===== config.mk =====
export PLATFORM = sky130hd
export DESIGN_NAME = sorted_list_insert_remove_flat
export DESIGN_NICKNAME = d
export VERILOG_FILES = /design/src/rtl/slist_pkg.sv /design/src/rtl/slist_if.sv /design/src/rtl/slist_store.sv /design/src/rtl/sorted_list_insert_remove.sv /design/src/flat_wrapper.sv
export SDC_FILE = /design/constraint.sdc
export NUM_CORES = 1
export LEC_CHECK = 0
export BUFFER_PORTS_ARGS = -buffer_cell sky130_fd_sc_hd__buf_2
export CORE_MARGIN = 8
export CORE_UTILIZATION = 59
export CTS_BUF_LIST = sky130_fd_sc_hd__clkbuf_4 sky130_fd_sc_hd__clkbuf_8 sky130_fd_sc_hd__clkbuf_16
export CTS_CLUSTER_SIZE = 40
export DETAILED_ROUTE_END_ITERATION = 10
export GPL_ROUTABILITY_DRIVEN = 0
export HOLD_SLACK_MARGIN = 0.06
export PLACE_DENSITY = 0.78
export SYNTH_ARGS = -nofsm -noshare
export SYNTH_HDL_FRONTEND = slang
export SYNTH_HIERARCHICAL = 1
export SYNTH_SLANG_ARGS = --single-unit

===== constraint.sdc =====
create_clock -name clk -period 6.52 [get_ports clk]
set_input_delay 1.304 -clock clk [delete_from_list [all_inputs] [get_ports clk]]
set_output_delay 1.304 -clock clk [all_outputs]
set_load 0.03 [all_outputs]

===== src/rtl/slist_pkg.sv =====
package slist_pkg;

    localparam int OP_W    = 1;
    localparam int VAL_W   = 32;
    localparam int STAT_W  = 2;
    localparam int COUNT_W = 5;

    typedef logic [OP_W-1:0]           op_t;
    typedef logic signed [VAL_W-1:0]   value_t;
    typedef logic [STAT_W-1:0]         status_t;
    typedef logic [COUNT_W-1:0]        count_out_t;

    localparam op_t OP_INSERT = 1'b0;
    localparam op_t OP_REMOVE = 1'b1;

    localparam status_t ST_DONE     = 2'd0;
    localparam status_t ST_FULL     = 2'd1;
    localparam status_t ST_NOTFOUND = 2'd2;

endpackage


===== src/rtl/slist_if.sv =====
interface slist_req_if;
    logic                valid;
    logic                ready;
    slist_pkg::op_t      operation;
    slist_pkg::value_t   value;

    modport source (output valid, output operation, output value, input ready);
    modport sink   (input valid, input operation, input value, output ready);
endinterface

interface slist_rsp_if;
    logic                   valid;
    logic                   ready;
    slist_pkg::status_t     status;
    slist_pkg::count_out_t  entry_count;
    slist_pkg::value_t      smallest;

    modport source (output valid, output status, output entry_count, output smallest,
                    input ready);
    modport sink   (input valid, input status, input entry_count, input smallest,
                    output ready);
endinterface


===== src/rtl/slist_store.sv =====
module slist_store #(
    parameter int DEPTH = 16,
    parameter int AW    = 4
) (
    input  logic               clk,
    input  logic               wr_en,
    input  logic [AW-1:0]      wr_addr,
    input  slist_pkg::value_t  wr_data,
    input  logic               rd_en,
    input  logic [AW-1:0]      rd_addr,
    output slist_pkg::value_t  rd_data
);
    import slist_pkg::*;

    value_t mem [DEPTH];

    always_ff @(posedge clk)
    begin
        if (wr_en)
        begin
            mem[wr_addr] <= wr_data;
        end
    end

    always_ff @(posedge clk)
    begin
        if (rd_en)
        begin
            rd_data <= mem[rd_addr];
        end
    end

endmodule


===== src/rtl/sorted_list_insert_remove.sv =====
// Sorted list of signed 32-bit values, ascending, duplicates allowed, up to
// CAPACITY entries held in a single-port-write / single-port-read RAM with a
// registered read port. A request either inserts a value (placed ahead of any
// equal entries; rejected with status FULL when the table holds CAPACITY
// entries) or removes the first equal entry (status NOTFOUND if none). Every
// request yields one response: status, entry count after the request (low 5
// bits), and the smallest value held (zero when empty). Each request that
// is not a rejected insert walks the table once, reading one entry per cycle
// and writing the shifted entry back right behind the read pointer. The
// request closes once the last read data has returned, and the response is
// registered as it closes; an empty table or a rejected insert needs no
// reads. The input reopens as the response becomes valid. A request cannot
// close while the previous response still waits in the output register,
// which stalls it. Requests are handled one at a time; a new request is
// taken while the previous response still waits in the output register.
module sorted_list_insert_remove #(
    parameter int CAPACITY = 16
) (
    input  logic          clk,
    input  logic          rst_n,
    slist_req_if.sink     req,
    slist_rsp_if.source   rsp
);
    import slist_pkg::*;

    localparam int AW = (CAPACITY > 1) ? $clog2(CAPACITY) : 1;
    localparam int CW = $clog2(CAPACITY + 1);
    localparam logic [CW-1:0] CAP_C = CW'(CAPACITY);

    localparam logic S_IDLE = 1'b0;
    localparam logic S_RUN  = 1'b1;

    // control
    logic           state_reg, state_next;
    logic [CW-1:0]  count_reg, count_next;
    logic [CW-1:0]  ra_reg, ra_next;       // next entry to read
    logic           pv_reg, pv_next;       // read data valid this cycle
    logic [AW-1:0]  pi_reg, pi_next;       // index of returning read data
    logic           placed_reg, placed_next;  // insert placed / remove found
    logic           dead_reg, dead_next;   // remove passed the value
    logic           rej_reg, rej_next;     // insert rejected, table full
    logic           ovalid_reg, ovalid_next;

    // payload
    op_t            op_reg;
    value_t         val_reg;
    value_t         carry_reg, carry_next;
    value_t         head_reg, head_next;
    status_t        ostat_reg, ostat_next;
    count_out_t     ocount_reg, ocount_next;
    value_t         osmall_reg, osmall_next;

    // RAM ports
    logic           wr_en;
    logic [AW-1:0]  wr_addr;
    value_t         wr_data;
    logic           rd_en;
    value_t         rd_data;

    logic           accept;
    logic           finish;
    logic           rd_ge;
    logic           rd_eq;

    slist_store #(
        .DEPTH (CAPACITY),
        .AW    (AW)
    ) u_store (
        .clk     (clk),
        .wr_en   (wr_en),
        .wr_addr (wr_addr),
        .wr_data (wr_data),
        .rd_en   (rd_en),
        .rd_addr (ra_reg[AW-1:0]),
        .rd_data (rd_data)
    );

    assign req.ready = (state_reg == S_IDLE);
    assign accept    = req.valid && req.ready;

    // reads run ahead of write-back by at least one entry, so no read ever sees a
    // stale location
    assign rd_en  = (state_reg == S_RUN) && (ra_reg < count_reg);
    assign finish = (state_reg == S_RUN) && (ra_reg == count_reg) && !pv_reg
                    && (!ovalid_reg || rsp.ready);

    assign rd_ge = ($signed(rd_data) >= $signed(val_reg));
    assign rd_eq = (rd_data == val_reg);

    always_comb
    begin
        state_next  = state_reg;
        count_next  = count_reg;
        ra_next     = ra_reg;
        pv_next     = rd_en;
        pi_next     = ra_reg[AW-1:0];
        placed_next = placed_reg;
        dead_next   = dead_reg;
        rej_next    = rej_reg;
        carry_next  = carry_reg;
        ovalid_next = ovalid_reg;
        ostat_next  = ostat_reg;
        ocount_next = ocount_reg;
        osmall_next = osmall_reg;
        wr_en       = 1'b0;
        wr_addr     = pi_reg;
        wr_data     = carry_reg;

        if (ovalid_reg && rsp.ready)
        begin
            ovalid_next = 1'b0;
        end

        if (accept)
        begin
            state_next  = S_RUN;
            placed_next = 1'b0;
            dead_next   = 1'b0;
            rej_next    = (req.operation == OP_INSERT) && (count_reg >= CAP_C);
            ra_next     = ((req.operation == OP_INSERT) && (count_reg >= CAP_C))
                          ? count_reg : '0;
        end

        if (rd_en)
        begin
            ra_next = ra_reg + 1'b1;
        end

        // returning entry: insert shifts up, remove shifts down
        if (pv_reg)
        begin
            if (op_reg == OP_INSERT)
            begin
                if (placed_reg)
                begin
                    wr_en      = 1'b1;
                    wr_addr    = pi_reg;
                    wr_data    = carry_reg;
                    carry_next = rd_data;
                end
                else if (rd_ge)
                begin
                    wr_en       = 1'b1;
                    wr_addr     = pi_reg;
                    wr_data     = val_reg;
                    carry_next  = rd_data;
                    placed_next = 1'b1;
                end
            end
            else
            begin
                if (placed_reg)
                begin
                    wr_en   = 1'b1;
                    wr_addr = pi_reg - 1'b1;
                    wr_data = rd_data;
                end
                else if (!dead_reg)
                begin
                    if (rd_eq)
                    begin
                        placed_next = 1'b1;
                    end
                    else if (rd_ge)
                    begin
                        dead_next = 1'b1;
                    end
                end
            end
        end

        if (finish)
        begin
            state_next  = S_IDLE;
            ovalid_next = 1'b1;
            if (op_reg == OP_INSERT)
            begin
                if (rej_reg)
                begin
                    ostat_next = ST_FULL;
                end
                else
                begin
                    ostat_next = ST_DONE;
                    wr_en      = 1'b1;
                    wr_addr    = count_reg[AW-1:0];
                    wr_data    = placed_reg ? carry_reg : val_reg;
                    count_next = count_reg + 1'b1;
                end
            end
            else
            begin
                if (placed_reg)
                begin
                    ostat_next = ST_DONE;
                    count_next = count_reg - 1'b1;
                end
                else
                begin
                    ostat_next = ST_NOTFOUND;
                end
            end
        end

        // track entry 0 so the smallest value needs no extra read
        head_next = head_reg;
        if (wr_en && (wr_addr == '0))
        begin
            head_next = wr_data;
        end

        if (finish)
        begin
            ocount_next = COUNT_W'(count_next);
            osmall_next = (count_next == '0) ? '0 : head_next;
        end
    end

    always_ff @(posedge clk or negedge rst_n)
    begin
        if (!rst_n)
        begin
            state_reg  <= S_IDLE;
            count_reg  <= '0;
            ra_reg     <= '0;
            pv_reg     <= 1'b0;
            pi_reg     <= '0;
            placed_reg <= 1'b0;
            dead_reg   <= 1'b0;
            rej_reg    <= 1'b0;
            ovalid_reg <= 1'b0;
        end
        else
        begin
            state_reg  <= state_next;
            count_reg  <= count_next;
            ra_reg     <= ra_next;
            pv_reg     <= pv_next;
            pi_reg     <= pi_next;
            placed_reg <= placed_next;
            dead_reg   <= dead_next;
            rej_reg    <= rej_next;
            ovalid_reg <= ovalid_next;
        end
    end

    always_ff @(posedge clk)
    begin
        if (accept)
        begin
            op_reg  <= req.operation;
            val_reg <= req.value;
        end
        carry_reg  <= carry_next;
        head_reg   <= head_next;
        ostat_reg  <= ostat_next;
        ocount_reg <= ocount_next;
        osmall_reg <= osmall_next;
    end

    assign rsp.valid       = ovalid_reg;
    assign rsp.status      = ostat_reg;
    assign rsp.entry_count = ocount_reg;
    assign rsp.smallest    = osmall_reg;

    // the count never passes capacity
    a_count_bound: assert property (@(posedge clk) disable iff (!rst_n)
        count_reg <= CAP_C)
        else $error("entry count above capacity");

    // write-back never lands beyond the occupied region plus the new slot
    a_write_range: assert property (@(posedge clk) disable iff (!rst_n)
        wr_en |-> (CW'(wr_addr) <= count_reg))
        else $error("RAM write outside occupied range");

    // read data only returns while a request is in progress
    a_pipe_state: assert property (@(posedge clk) disable iff (!rst_n)
        pv_reg |-> (state_reg == S_RUN))
        else $error("read data returned while idle");

    // a completed request changes the count by at most one
    a_count_step: assert property (@(posedge clk) disable iff (!rst_n)
        finish |=> ((count_reg == $past(count_reg))
                    || (count_reg == $past(count_reg) + 1'b1)
                    || (count_reg == $past(count_reg) - 1'b1)))
        else $error("count changed by more than one");

endmodule


===== src/flat_wrapper.sv =====
// flat-port wrapper written by rule: the top's interface ports become plain ports
module sorted_list_insert_remove_flat import slist_pkg::*;
#(
    parameter int CAPACITY = 16
)
  (clk, rst_n, req_valid, req_operation, req_value, req_ready, rsp_valid, rsp_status, rsp_entry_count, rsp_smallest, rsp_ready);
  slist_req_if req_i ();
  slist_rsp_if rsp_i ();
  input  logic clk;
  input  logic rst_n;
  input wire logic [$bits(req_i.valid)-1:0] req_valid;
  input wire logic [$bits(req_i.operation)-1:0] req_operation;
  input wire logic [$bits(req_i.value)-1:0] req_value;
  output wire logic [$bits(req_i.ready)-1:0] req_ready;
  output wire logic [$bits(rsp_i.valid)-1:0] rsp_valid;
  output wire logic [$bits(rsp_i.status)-1:0] rsp_status;
  output wire logic [$bits(rsp_i.entry_count)-1:0] rsp_entry_count;
  output wire logic [$bits(rsp_i.smallest)-1:0] rsp_smallest;
  input wire logic [$bits(rsp_i.ready)-1:0] rsp_ready;
  assign req_i.valid = req_valid;
  assign req_i.operation = req_operation;
  assign req_i.value = req_value;
  assign req_ready = req_i.ready;
  assign rsp_valid = rsp_i.valid;
  assign rsp_status = rsp_i.status;
  assign rsp_entry_count = rsp_i.entry_count;
  assign rsp_smallest = rsp_i.smallest;
  assign rsp_i.ready = rsp_ready;
  sorted_list_insert_remove #(.CAPACITY(CAPACITY)) u_core (.clk(clk), .rst_n(rst_n), .req(req_i), .rsp(rsp_i));
endmodule

==> impl_metrics.py <==
metrics = {
    "run_status": {
        "status": "finished, final reports clean",
    },
    "sta": {
        "finalSetupTns_ps": 0,
        "tightest_slew_ps": 1044,
        "fin_skew_ps": 27.07,
        "maxSlewViolCount": 0,
        "setup_slack_ps": 853.3,
        "layout_worst_path_cycle_share_pct": 86.91,
        "slew-limit-headroom_pct": 28.41,
        "finalSetupViolCount": 0,
        "hold_viol_final": 0,
        "rsz0062_at_grt": "no",
        "max_freq_ghz": 0.1765,
        "fin_crit_ps": 5667,
    },
    "final_layout": {
        "drive_above_1_share_pct": 22.46,
        "largest_reg_flops": 512,
        "fin_nets": 1845,
        "diodes": 0,
        "syn2layout_area_growth_pct": 11.91,
        "largest_register": "u_core/u_store/mem",
        "fillCellCount": 3099,
    },
    "critical_path": {
        "crit_fanout": 24,
        "path_class": "reg2reg",
        "slowest_stage": "nor2_4",
        "cp.required_ps": 6810,
        "arrival_ps": 5960,
        "path_common_cell": "o21ai_0",
        "crit_chain": "ha_1, nand4_2, nor4_2, nand4_1, and2_1, and4_1, nor2_1, o21ai_0, o21ai_0, nand3b_1, nor2_4, buf_4",
        "slowest_delay_ps": 860,
        "worstSetupStartpointType": "flip-flop",
        "worst_setup_path_end_kind": "flip-flop",
    },
    "synth": {
        "synthDominantCellAreaShare_pct": 67.73,
        "synth-edff-count": 648,
        "syn_area_um2": 28730,
        "avgSynthCellArea_um2": 17.20,
        "syn_inst": 1670,
        "ys_ff_latch": 700,
        "synth-warning-count": 6,
        "synth_top_cell_by_area": "edfxtp_1",
        "synthFlopType": "edfxtp_1",
        "synth.net_count": 1748,
        "async_flop_share_pct": 2.857,
        "ys_types": 62,
        "netlist_top_cells_area": "edfxtp_1 (68%), mux4_2 (10%), dfxtp_1 (2.2%), ha_1 (1.8%), a21oi_1 (1.7%)",
        "ys_seq_area_share_pct": 71.70,
    },
    "power": {
        "seq_power_share_pct": 42.9,
        "power_density_nw_per_um2": 519.1,
        "p_sw_mw": 5.868,
        "pwr-share-comb_pct": 33.9,
        "p_leak_nw": 11.07,
        "ir_drop_mv": 0.2869,
        "pwr-share-clk_pct": 23.2,
        "p_int_mw": 10.82,
        "switching_share_pct": 35.16,
    },
    "routing": {
        "wire_per_inst_um": 27.57,
        "vias": 16200,
        "finalWirelength_um": 67350,
        "ant_nets": 0,
        "dr.pass1.iters": 8,
        "drt_iter0_markers": 2029,
        "drc": 0,
        "via_per_inst": 6.630,
    },
    "grt": {
        "gr-total-overflow": 0,
        "grt_start_max_net_pins": 95,
        "grt_pass1_wl_um": 101300,
        "grt_pass1_vias": 16170,
        "grt_use_total_pct": 23.92,
        "antenna_found_initial": 0,
    },
    "floorplanning": {
        "core_um2": 48550,
        "dieArea_um2": 56010,
        "die_w_um": 236.7,
        "io_pins": 78,
        "rows": 81,
        "start_util_pct": 59.18,
        "die_y_um": 236.7,
    },
    "clocking": {
        "cts_tree": "done",
        "clock-sinks": 700,
        "cts_made_buffers": 69,
        "path_clk_slew_ps": 60,
        "cts_resized": 0,
        "max-clock-path-buffers": 3,
        "post_cts_buffers": 0,
        "root_buffer": "clkbuf_16",
        "clk_latency_ps": 610,
        "cts-htree-levels": 3,
        "cts-hold-fix-buffers": 0,
    },
    "placement": {
        "pre_cts_ws_ps": 1069,
        "hpwl_um": 40300,
        "io_buffers": 77,
    },
    "min_path": {
        "hold_class": "reg2reg",
    },
    "job": {
        "cap_viol_max_count": 0,
    },
}
## logic make-up (layout without fill, tap and decap cells)
kind of cell | count (synthesis) | in the layout | share of synthesized area [%]
flops | 700 | 700 | 71.70
compound gates | 352 | 352 | 7.892
simple gates | 220 | 220 | 3.959
mux | 176 | 176 | 11.76
buf+inv | 171 | 322 | 2.591
fa+ha+maj | 41 | 41 | 1.786
xor+xnor | 10 | 10 | 0.3049
## metal layers
| layer | vias up | GRT usage, % | part of all wire [%] |
|---|---|---|---|
| met5 | - | 0 | 0 |
| met3 | 117 | 4.243 | 9.8 |
| met1 | 8249 | 33.63 | 39 |
| met2 | 956 | 37.82 | 48 |
| met4 | 0 | 8.425 | 2.7 |
| li1 | 6876 | - | - |
## worst paths after layout
path                                                 start                    endpoint  slack [ps]  cells past startpoint
worst max register to register  u_core/u_store/rd_data[31]  u_core/u_store/mem[11][17]         850                     12
max in group asynchronous                            rst_n            u_core/ra_reg[0]        5470                      1
worst min-delay path                   u_core/head_reg[14]         u_core/head_reg[14]         480                      1
worst max-delay path            u_core/u_store/rd_data[31]  u_core/u_store/mem[11][17]         850                     12
min in group asynchronous                            rst_n            u_core/state_reg         670                      1
worst min register to register         u_core/head_reg[14]         u_core/head_reg[14]         480                      1
## layout by cell type, fill, tap and decap left out, types with 17 or more instances in the layout
cell       count
clkinv_1      19
a21boi_0      26
a22oi_1       65
buf_4         46
nand3b_1      27
nand2_1       57
o211ai_1      22
edfxtp_1     648
clkbuf_16     70
nor2_1        51
buf_2         77
mux2i_1       38
o21ai_0       72
mux4_2       128
inv_1         73
dfxtp_1       32
o31ai_1       26
ha_1          41
a21oi_1       99
dfrtp_1       17
## critical path, delay by kind of cell (launching register included)
kind | cells | cell delay [ps]
AOI/OAI and AO/OA | 2 | 890
adders and majority gates | 1 | 470
buffers and inverters | 1 | 330
DFF | 1 | 440
and+or+nand+nor | 8 | 3220
## power groups by stage
| stage | clock network (mW) | logic, mW | registers, mW |
|---|---|---|---|
| global placement | 0 | 5.35 | 7.16 |
| CTS | 3.92 | 5.60 | 7.15 |
| global route | 4.08 | 6.03 | 7.23 |
| floorplan | 0 | 3.73 | 7.08 |
| detailed placement | 0 | 5.51 | 7.22 |
| finish | 3.88 | 5.65 | 7.16 |
## cell type report
class	count	area, µm²	share of cell area, %
Clock inverter	45	365.4	1.136
Sequential cell	700	20610	64.10
Inverter	74	277.8	0.8639
Multi-Input combinational cell	799	7551	23.49
Tap cell	622	778.2	2.421
Clock buffer	80	1839	5.721
Timing Repair Buffer	123	730.7	2.273
## cells in the mapped netlist (all sizes together) (4+ instances only)
master / number
a22oi: 65
nand4: 16
dfrtp: 20
nor2b: 6
a21o: 8
nor2: 66
mux2i: 38
a221o: 7
o211ai: 22
o31ai: 28
nand2b: 7
nand2: 58
o21ai: 72
ha: 41
nand3b: 27
o21a: 5
xnor2: 7
edfxtp: 648
and2: 4
buf: 51
a21oi: 104
nand3: 11
a21boi: 26
mux4: 128
mux2: 10
nor4: 5
inv: 73
nor3: 10
dfxtp: 32
clkbuf: 46
## metrics by stage
step | total power, mW | instance area [µm²] | hold WS, ps | utilization, % | cells
final | 16.69 | 32150 | 475.1 | 66.23 | 2443
after global routing | 17.34 | 32150 | 499.9 | 66.23 | 2443
after CTS | 16.67 | 32150 | 477.5 | 66.23 | 2443
after detailed placement | 12.73 | 29950 | 463.8 | 61.69 | 2318
after global placement | 12.51 | 29950 | 455.1 | 61.69 | 2318
after floorplan | 10.81 | 28730 | 433.9 | - | 1670
Power figures use the tool's default switching activity.
